[src/rtl/lcfp_pkg.sv]
// Shared types, codes and CRC-32 and little-endian byte-insert helper functions of the length and CRC frame parser.
package lcfp_pkg;

   localparam logic [31:0] CRC_POLY = 32'hEDB8_8320;
   localparam logic [31:0] CRC_INIT = 32'hFFFF_FFFF;

   typedef enum logic [1:0] {
      PH_LEN  = 2'd0,
      PH_DATA = 2'd1,
      PH_CRC  = 2'd2
   } phase_type;

   typedef enum logic [1:0] {
      ST_OK        = 2'd0,
      ST_CRC_ERROR = 2'd1,
      ST_TOO_SHORT = 2'd2
   } status_type;

   typedef enum logic {
      KIND_PAYLOAD = 1'b0,
      KIND_END     = 1'b1
   } kind_type;

   typedef struct packed {
      logic        kind;
      logic [7:0]  payload_byte;
      logic [31:0] frame_type;
      logic [31:0] frame_length;
      logic [1:0]  status;
      logic        last;
   } result_type;

   function automatic logic [31:0] crc_byte(input logic [31:0] crc, input logic [7:0] b);
      logic [31:0] c;
      c = crc ^ {24'd0, b};
      for (int i = 0; i < 8; i++) begin
         c = c[0] ? ((c >> 1) ^ CRC_POLY) : (c >> 1);
      end
      return c;
   endfunction

   function automatic logic [31:0] le_insert(input logic [31:0] word, input logic [1:0] pos,
                                             input logic [7:0] b);
      logic [31:0] r;
      r = word;
      r[{pos, 3'b000} +: 8] = b;
      return r;
   endfunction

endpackage

[src/rtl/lcfp_parser.sv]
// Frame parsing state and per-byte next-state and result logic.
module lcfp_parser (
   input  logic                clock,
   input  logic                reset,
   input  logic                accept,
   input  logic [7:0]          rx_byte,
   output logic                res_valid,
   output lcfp_pkg::result_type res
);
   import lcfp_pkg::*;

   phase_type   phase_ff, phase_in;
   logic [31:0] count_ff, count_in;
   logic [31:0] len_ff, len_in;
   logic [31:0] crc_ff, crc_in;
   logic [31:0] rcrc_ff, rcrc_in;
   logic [31:0] type_ff, type_in;
   logic [31:0] count_inc;
   logic        short_frame;

   assign count_inc   = count_ff + 32'd1;
   assign short_frame = (len_ff[31:2] == 30'd0);

   always_comb begin
      phase_in  = phase_ff;
      count_in  = count_ff;
      len_in    = len_ff;
      crc_in    = crc_ff;
      rcrc_in   = rcrc_ff;
      type_in   = type_ff;
      res_valid = 1'b0;
      res       = '0;
      case (phase_ff)
         PH_DATA: begin
            crc_in = crc_byte(crc_ff, rx_byte);
            if (count_ff[31:2] == 30'd0) begin
               type_in = le_insert(type_ff, count_ff[1:0], rx_byte);
            end else begin
               res_valid        = 1'b1;
               res.kind         = KIND_PAYLOAD;
               res.payload_byte = rx_byte;
               res.frame_type   = type_ff;
               res.frame_length = len_ff;
               res.status       = ST_OK;
               res.last         = 1'b0;
            end
            if (count_inc == len_ff) begin
               phase_in = PH_CRC;
               count_in = '0;
            end else begin
               count_in = count_inc;
            end
         end
         PH_CRC: begin
            rcrc_in  = le_insert(rcrc_ff, count_ff[1:0], rx_byte);
            count_in = count_inc;
            if (count_inc[31:2] != 30'd0) begin
               res_valid        = 1'b1;
               res.kind         = KIND_END;
               res.payload_byte = 8'd0;
               res.frame_type   = short_frame ? 32'd0 : type_ff;
               res.frame_length = len_ff;
               if (~crc_ff != rcrc_in) begin
                  res.status = ST_CRC_ERROR;
               end else if (short_frame) begin
                  res.status = ST_TOO_SHORT;
               end else begin
                  res.status = ST_OK;
               end
               res.last = 1'b1;
               phase_in = PH_LEN;
               count_in = '0;
               len_in   = '0;
               crc_in   = CRC_INIT;
               rcrc_in  = '0;
               type_in  = '0;
            end
         end
         default: begin
            phase_in = PH_LEN;
            len_in   = le_insert(len_ff, count_ff[1:0], rx_byte);
            count_in = count_inc;
            if (count_inc[31:2] != 30'd0) begin
               count_in = '0;
               phase_in = (len_in == 32'd0) ? PH_CRC : PH_DATA;
            end
         end
      endcase
   end

   always_ff @(posedge clock) begin
      if (reset) begin
         phase_ff <= PH_LEN;
         count_ff <= '0;
         len_ff   <= '0;
         crc_ff   <= CRC_INIT;
         rcrc_ff  <= '0;
         type_ff  <= '0;
      end else if (accept) begin
         phase_ff <= phase_in;
         count_ff <= count_in;
         len_ff   <= len_in;
         crc_ff   <= crc_in;
         rcrc_ff  <= rcrc_in;
         type_ff  <= type_in;
      end
   end

endmodule

[src/rtl/length_crc_frame_parser.sv]
// Top level of the length-prefixed frame parser with CRC-32 check.
// Each req beat carries one byte of a stream of frames: a 4-byte little-endian
// length L, L data bytes and a 4-byte little-endian reflected CRC-32 over the data.
// The first four data bytes form the packet type; every later data byte leaves as a
// payload beat (kind 0), and after the last CRC byte one end beat (kind 1, last 1)
// gives status ok, CRC error or too short, with the length and the type (0 if L < 4).
// Payload of a frame whose end status is not ok must be dropped by the receiver. One
// byte is taken every cycle while req_stall is low; the bytewise CRC update and the
// 32-bit count compare finish in the accepting cycle; the output register holds the
// result, and a one-entry skid buffer behind it keeps req_stall a register output.
module length_crc_frame_parser (
   input  logic        clock,
   input  logic        reset,
   input  logic        req_valid,
   output logic        req_stall,
   input  logic [7:0]  req_rx_byte,
   output logic        rsp_valid,
   input  logic        rsp_stall,
   output logic        rsp_kind,
   output logic [7:0]  rsp_payload_byte,
   output logic [31:0] rsp_frame_type,
   output logic [31:0] rsp_frame_length,
   output logic [1:0]  rsp_status,
   output logic        rsp_last
);
   import lcfp_pkg::*;

   logic       accept;
   logic       res_valid;
   result_type res;
   logic       out_free;
   logic       out_valid_ff, out_valid_in;
   result_type out_ff, out_in;
   logic       skid_valid_ff, skid_valid_in;
   result_type skid_ff, skid_in;

   assign req_stall = skid_valid_ff;
   assign accept    = req_valid & ~skid_valid_ff;
   assign out_free  = ~out_valid_ff | ~rsp_stall;

   lcfp_parser u_parser (
      .clock     (clock),
      .reset     (reset),
      .accept    (accept),
      .rx_byte   (req_rx_byte),
      .res_valid (res_valid),
      .res       (res)
   );

   always_comb begin
      out_valid_in  = out_valid_ff;
      out_in        = out_ff;
      skid_valid_in = skid_valid_ff;
      skid_in       = skid_ff;
      if (skid_valid_ff) begin
         if (out_free) begin
            out_valid_in  = 1'b1;
            out_in        = skid_ff;
            skid_valid_in = 1'b0;
         end
      end else if (out_free) begin
         out_valid_in = accept & res_valid;
         out_in       = res;
      end else if (accept && res_valid) begin
         skid_valid_in = 1'b1;
         skid_in       = res;
      end
   end

   always_ff @(posedge clock) begin
      if (reset) begin
         out_valid_ff  <= 1'b0;
         skid_valid_ff <= 1'b0;
      end else begin
         out_valid_ff  <= out_valid_in;
         skid_valid_ff <= skid_valid_in;
      end
   end

   always_ff @(posedge clock) begin
      out_ff  <= out_in;
      skid_ff <= skid_in;
   end

   assign rsp_valid        = out_valid_ff;
   assign rsp_kind         = out_ff.kind;
   assign rsp_payload_byte = out_ff.payload_byte;
   assign rsp_frame_type   = out_ff.frame_type;
   assign rsp_frame_length = out_ff.frame_length;
   assign rsp_status       = out_ff.status;
   assign rsp_last         = out_ff.last;

endmodule
[config.mk]
export PLATFORM = sky130hd
export DESIGN_NAME = length_crc_frame_parser
export DESIGN_NICKNAME = d
export VERILOG_FILES = /design/src/rtl/lcfp_pkg.sv /design/src/rtl/lcfp_parser.sv /design/src/rtl/length_crc_frame_parser.sv
export SDC_FILE = /design/constraint.sdc
export NUM_CORES = 1
export LEC_CHECK = 0
export BUFFER_PORTS_ARGS = -buffer_cell sky130_fd_sc_hd__buf_2
export CORE_MARGIN = 2
export CORE_UTILIZATION = 50
export DETAILED_ROUTE_END_ITERATION = 6
export PLACE_DENSITY_LB_ADDON = 0.1
export SLEW_MARGIN = 20
export SYNTH_ARGS = -nofsm -noshare
export SYNTH_HDL_FRONTEND = slang
export SYNTH_HIERARCHICAL = 1
export SYNTH_SLANG_ARGS = --single-unit
export TNS_END_PERCENT = 50
[constraint.sdc]
create_clock -name clock -period 16.1 [get_ports clock]
set_input_delay 2.415 -clock clock [delete_from_list [all_inputs] [get_ports clock]]
set_output_delay 2.415 -clock clock [all_outputs]
set_load 0.05 [all_outputs]
==> results_dict.tcl, run 1 <==
set metrics [dict create \
    multi_input_gate_area_in_the_final_layout_um2 7470 \
    core.rowCount 65 \
    synth-seq-cells 316 \
    placed_area_um2 16500 \
    first_global_vias 11500 \
    tritoncts.num_buffers 36 \
    power_leakage_uw 0.00647 \
    remaining_drc_errors 0 \
    antenna_violations_before_repair 1 \
    grt_max_degree 79 \
    register_area_um2 7850 \
    most_repeated_library_cell_on_the_critical_path "buf_4" \
    holdCritStartpoint "u_parser/rcrc_ff[9]" \
    hold_path_end "u_parser/rcrc_ff[9]" \
    cts.htree.levels 2 \
    peakVddDrop_mv 0.0695 \
    initial_utilization 0.508 \
    viasPerCell 6.19 \
    muxShareOfSynthArea 0.0610 \
    yosysWarningCount 6 \
    grtUsageTotal 0.260 \
    power-per-cell-area_nw_per_um2 103 \
    timing.setup.tns_ns 0 \
    clock_transition_at_the_registers_of_the_reported_paths_ns 0.06 \
    synthAdderAreaFrac 0.00627 \
    cts_tree "done" \
    main_combinational_cell_family_by_area_after_synthesis "simple AND/OR/NAND/NOR gates" \
    synth_compound_area_frac 0.133 \
    cp_cell_sequence "nand4_1, or4_4, o31a_1, a2111oi_4, nand4_2, nor3_4, buf_4, o32ai_2, buf_4, o21a_1, and2_1, mux2_4" \
    finalCriticalPeriod_ns 5.40 \
    clkPwrFrac 0.444 \
    yosys.area_share.simple 0.172 \
    worstSetupPathType "register to register" \
    insertion_delay_ns 0.54 \
    grt_setup_unrepaired "false" \
    synthesis.nets 1550 \
    wire_length_of_the_first_global_routing_pass_um 68100 \
    critical_path.endpoint_type "register" \
    ant_nets 0 \
    worst_reg2reg_path_endpoint "rsp_frame_type[26]" \
    yosysSeqAreaShare 0.491 \
    r2r_start "u_parser/count_ff[0]" \
    cts_resized 0 \
    worstMarginPinSlew_ns 1.06 \
    dr.first_iter.drc_count 1170 \
    areaGrowthSynthToFinish_pct 10.7 \
    vias 12200 \
    power_switching_uw 443 \
    share_seq_of_total_power 0.468 \
    final_cell_area_um2 17700 \
    clock_skew_ns 0.0219 \
    syn_area_um2 16000 \
    die_width_um 183 \
    die_h_um 183 \
    hold_class "register to register" \
    rr_worst_depth 12 \
    overall_overflow_remaining_after_global_route 0 \
    synthFlopType "dfxtp_1" \
    clock_path_buffers 3 \
    ff2ff_setup_slack_ns 10.70 \
    finalWirelength_um 43600 \
    drive_above_1_share 0.163 \
    cap_violations 0 \
    min_path_cells 2 \
    slew_headroom 0.292 \
    core_region_area_um2 31500 \
    async_reset_ff_frac 0 \
    internal_power_uw 1380 \
    slowest_stage "or4_4" \
    syn-mean-instance-area_um2 10.4 \
    cp_top_family "simple AND/OR/NAND/NOR gates" \
    final_min_period_over_clock_period 0.336 \
    fin_total_pwr_uw 1820 \
    final_nets 1565 \
    xor_and_xnor_fraction_of_the_mapped_netlist_area 0.0919 \
    cts.root.buffer_cell "clkbuf_16" \
    timing_max_transition_violations_final 0 \
    status "complete, no violations" \
    power.share.combinational 0.087 \
    postSynthCellCount 1530 \
    io-pin-count 90 \
    finalWeightedCongestion 0.962 \
    synth_edf_count 152 \
    drtPass1Iterations 6 \
    holdWs_ns 0.452 \
    finalSetupViolCount 0 \
    hpwlAfterDp_um 29200 \
    start_kind "register" \
    cts_post_setup_buffers_inserted 0 \
    number_of_i_o_port_buffers 89 \
    fmax_ghz 0.185 \
    swShare 0.244 \
    cp_max_fo 35 \
    worstPathArrival_ns 5.69 \
    fillCellCount 2758 \
    crit_path_max_incr_delay_ns 0.79 \
    cts_hold_repair.buffers 0 \
    clock_sinks 316 \
    final-hold-violation-count 0 \
    crit_buf_inv 2 \
    route.detailed.wl_per_inst_um 22.1 \
    worstPathRequired_ns 16.39 \
    yosys.cell_types.count 75 \
    floorplan.die_area_um2 33400 \
]
-- layout make-up --
type                       count  share of cell area
sequential                   316               0.444
multi-input combinational   1050               0.423
clock buffer                  50              0.0556
timing repair buffer         105              0.0321
tap                          402              0.0284
clock inverter                14             0.00955
inverter                      36             0.00764
antenna                        1            0.000142
-- worst max-delay path by stage --
| stage | depth (start not counted) | endpoint | start |
|---|---|---|---|
| final | 12 | rsp_frame_type[26] | u_parser/count_ff[0] |
| after global routing | 12 | rsp_frame_type[1] | u_parser/count_ff[0] |
| after CTS | 12 | rsp_frame_type[6] | u_parser/count_ff[0] |
| after detailed placement | 12 | rsp_frame_type[26] | u_parser/count_ff[0] |
| after global placement | 12 | rsp_frame_type[22] | u_parser/count_ff[0] |
| after floorplan | 12 | skid_ff[0] | u_parser/count_ff[0] |
-- cells in the final DEF (no fill, tap or decap), drive strengths merged, types with 9 or more instances in the layout --
cell	instances
nor4	39
a22o	30
inv	38
and2	70
nor2	111
a211o	11
edfxtp	152
clkinv	9
nand4	33
a31oi	35
nand2	45
o21ai	35
clkbuf	50
dfxtp	164
and3	16
mux2	76
nand3	42
a22oi	17
a32oi	18
and4	13
nor3	63
xnor2	113
buf	105
a21oi	73
nor2b	26
o41ai	10
or4	13
xor2	52
-- per-layer routing --
layer | vias up | wire length (um) | part of all wire | GRT usage
li1 | 5678 | - | - | -
met1 | 5924 | 20300 | 0.47 | 0.391
met4 | 0 | 1090 | 0.025 | 0.0713
met5 | - | 0 | 0 | 0
met2 | 532 | 19000 | 0.44 | 0.387
met3 | 89 | 3220 | 0.074 | 0.0413
-- Yosys cell counts (13+ instances only) --
master      n  area share
clkbuf_1   83       0.020
xor2_1     52       0.029
xnor2_1   113       0.062
mux2_2     47       0.033
dfxtp_1   164        0.21
and3_1     16      0.0063
edfxtp_1  152        0.29
mux2_4     29       0.027
a22oi_1    17      0.0080
and4_1     13      0.0071
nor2_1    111       0.026
nand2_1    45       0.011
nor3_1     61       0.019
nor2b_1    26       0.010
nand3_1    42       0.013
a31oi_1    35       0.014
a21oi_1    73       0.023
and2_1     70       0.027
nor4_1     35       0.014
inv_1      36      0.0085
a22o_1     30       0.016
nand4_1    31       0.012
o21ai_0    34       0.011
buf_2      23      0.0072
a32oi_1    18      0.0099
-- per-stage QoR --
step / cells / utilization / setup slack [ns]
floorplan: 1530 / - / 10.98
global placement: 1909 / 0.525 / 10.89
detailed placement: 1909 / 0.525 / 10.78
CTS: 1973 / 0.562 / 10.75
global route: 1974 / 0.562 / 10.38
finish: 1974 / 0.562 / 10.70
-- power groups by stage --
stage               logic, uW  clock network, uW  registers, uW
floorplan                 120                  0            864
global placement          155                  0            869
detailed placement        156                  0            869
CTS                       157                821            852
global route              172                856            852
finish                    158                808            852
-- kinds of logic after synthesis --
group,after synthesis
fa+ha+maj,8
xor+xnor,166
compound gates,298
buf+inv,164
flops,316
simple gates,501
mux,77
-- worst register-to-register path, stage by stage (launching register included) --
cell and delay (ns):
dfxtp_1 0.66, nand4_1 0.62, or4_4 0.79, o31a_1 0.38, a2111oi_4 0.30, nand4_2 0.26, nor3_4 0.23, buf_4 0.35
o32ai_2 0.14, buf_4 0.25, o21a_1 0.51, and2_1 0.40, mux2_4 0.27
-- flip-flops by register name (all words and copies together), names as in the netlist, 32 cells and up --
name / cells
rsp_frame_length: 32
rsp_frame_type: 32
skid_ff: 76
u_parser/count_ff: 32
u_parser/crc_ff: 32
u_parser/len_ff: 32
u_parser/rcrc_ff: 32
u_parser/type_ff: 32
Power figures use the tool's default switching activity.
==> inputs of run 2 (changes only) <==
ABC_AREA = 1   (was default)
clock period = 5.5 ns   (was 16.1 ns; I/O delays follow)
==> results_dict.tcl, run 2 <==
set metrics [dict create \
    yosysSeqAreaShare 0.473 \
    cts.root.buffer_cell "clkbuf_16" \
    leading_cell_types_by_count_after_synthesis "nand2_1, nor2_1, inv_1" \
    mostFrequentLayoutCells "nand2_1, nor2_1, inv_1" \
    peakVddDrop_mv 0.223 \
    synth-seq-cells 316 \
    number_of_i_o_port_buffers 89 \
    m1WireLength_um 23300 \
    start_kind "register" \
    cts_post_setup_buffers_inserted 0 \
    power_leakage_uw 0.00807 \
    slew_headroom 0.268 \
    ant_nets 0 \
    layoutNonFillerInstCount 2713 \
    syn-mean-instance-area_um2 7.57 \
    worstMarginPinSlew_ns 1.09 \
    viasPerCell 5.38 \
    route.top_layer_used "met5" \
    die_width_um 186 \
    grt_setup_unrepaired "false" \
    placed_cells_incl_taps 2647 \
    cts_tree "done" \
    worstSetupPathType "register to register" \
    synthesis.nets 2212 \
    hpwlAfterDp_um 34700 \
    final_cell_area_um2 18400 \
    status "complete, no violations" \
    hold_class "register to register" \
    ys_top_cells_by_area "edfxtp_1, dfxtp_1, nand2_1, nor2_1, a21oi_1" \
    yosys.area.top_type_share 0.275 \
    detailroute.wirelength.met2_um 20800 \
    wire_length_of_the_first_global_routing_pass_um 75400 \
    finalSetupViolCount 0 \
    fin_total_pwr_uw 5440 \
    synthFlopType "dfxtp_1" \
    clock_path_buffers 3 \
    grtUsageTotal 0.281 \
    antenna_violations_before_repair 1 \
    drive_above_1_share 0.0956 \
    dr.first_iter.drc_count 1308 \
    vias 14600 \
    clock_skew_ns 0.0179 \
    core.rowCount 66 \
    overall_overflow_remaining_after_global_route 0 \
    cap_violations 0 \
    cts_resized 0 \
    top_register "skid_ff" \
    first_global_vias 13200 \
    num_antenna_cells 0 \
    yosys.cell_types.count 40 \
    met3RoutedLength_um 3150 \
    timing_max_transition_violations_final 0 \
    power-per-cell-area_nw_per_um2 296 \
    tritoncts.num_buffers 36 \
    synth_edf_count 152 \
    grt_max_degree 91 \
    insertion_delay_ns 0.52 \
    async_reset_ff_frac 0 \
    timing.setup.tns_ns 0 \
    cp_max_fo 31 \
    drtPass1Iterations 5 \
    finalWirelength_um 48600 \
    final-hold-violation-count 0 \
    initial_utilization 0.508 \
    cell_type_with_the_highest_aggregate_area_in_the_netlist "edfxtp_1" \
    fmax_ghz 0.217 \
    cts_hold_repair.buffers 0 \
    syn_area_um2 16600 \
    areaGrowthSynthToFinish_pct 10.9 \
    final_min_period_over_clock_period 0.836 \
    postSynthCellCount 2192 \
    die_h_um 186 \
    route.detailed.wl_per_inst_um 17.9 \
    placed_area_um2 17300 \
    clock_transition_at_the_registers_of_the_reported_paths_ns 0.06 \
    postLayoutCoreUtil 0.564 \
    largest_register_ffs 76 \
    io-pin-count 90 \
    final_nets 2263 \
    clock_sinks 316 \
    floorplan.die_area_um2 34600 \
    mostFrequentLayoutCell "nand2_1" \
    finalCriticalPeriod_ns 4.60 \
    worstPathRequired_ns 5.70 \
    core_region_area_um2 32600 \
    synth_most_common_cell "nand2_1" \
    yosysWarningCount 6 \
    finalWeightedCongestion 0.978 \
    remaining_drc_errors 0 \
    ff2ff_setup_slack_ns 0.90 \
    cts.htree.levels 2 \
    critical_path.endpoint_type "register" \
    worstPathArrival_ns 4.80 \
]
[run 2: cell types whose count changed after synthesis, sizes merged, moves of 42 or more]
cell	change
a21oi	+73
and2	-65
inv	+156
mux2	-76
nand2	+744
nand3	+46
nand4	+42
nor2	+104
nor3	-43
o21ai	+55
xnor2	-96
[run 2: per-layer routing]
layer / track usage / up-vias
met5: 0 / -
met4: 0.0809 / 2
met3: 0.0360 / 89
met2: 0.423 / 513
met1: 0.422 / 6792
li1: - / 7198
[run 2: area by class of cell]
| cell class | count | area [um2] |
|---|---|---|
| Multi-Input combinational cell | 1585 | 7500 |
| Clock inverter | 18 | 113 |
| Clock buffer | 48 | 1030 |
| Sequential cell | 316 | 7850 |
| Tap cell | 442 | 553 |
| Timing Repair Buffer | 110 | 618 |
| Fill cell | 3064 | 14200 |
| Inverter | 194 | 731 |
[run 2: final timing paths]
kind                                           start  depth (start not counted)             endpoint
worst max-delay path            u_parser/count_ff[0]                         18          skid_ff[19]
worst min-delay path             u_parser/crc_ff[31]                          2  u_parser/crc_ff[31]
worst max register to register  u_parser/count_ff[0]                         18          skid_ff[19]
worst min register to register   u_parser/crc_ff[31]                          2  u_parser/crc_ff[31]
[run 2: stage by stage]
stage,hold slack (ns),setup slack (ns)
global placement,0.444,1.03
finish,0.458,0.900
floorplan,0.433,0.757
detailed placement,0.449,0.958
CTS,0.461,0.950
global route,0.478,0.468
[run 2: logic make-up (layout without fill, tap and decap cells)]
logic type | count (synthesis) | in the layout | synth area share
AOI/OAI and AO/OA | 242 | 242 | 0.0739
xor gates and xnor gates | 86 | 86 | 0.0463
adders and majority gates | 8 | 8 | 0.00604
buffers and inverters | 291 | 370 | 0.0765
DFF | 316 | 316 | 0.473
and+or+nand+nor | 1249 | 1249 | 0.324
[run 2: critical path, stage by stage, from the launching register on]
cell,delay [ns]
dfxtp_1,0.85
ha_1,0.36
nand2_1,0.14
nor2_4,0.19
nand2_1,0.08
nor2_2,0.24
nand3_1,0.13
nand2_1,0.13
nor2_1,0.06
nand2_1,0.11
nor2_4,0.07
nand3_4,0.27
nand3_2,0.13
inv_2,0.15
nor2_4,0.04
inv_1,0.10
nand2_1,0.09
nor2_4,0.74
buf_4,0.37
[run 2: power by group]
group / internal [uW] / switching, uW
combinational: 186 / 455
clock: 1320 / 970
sequential: 2470 / 33.1
total: 3980 / 1460
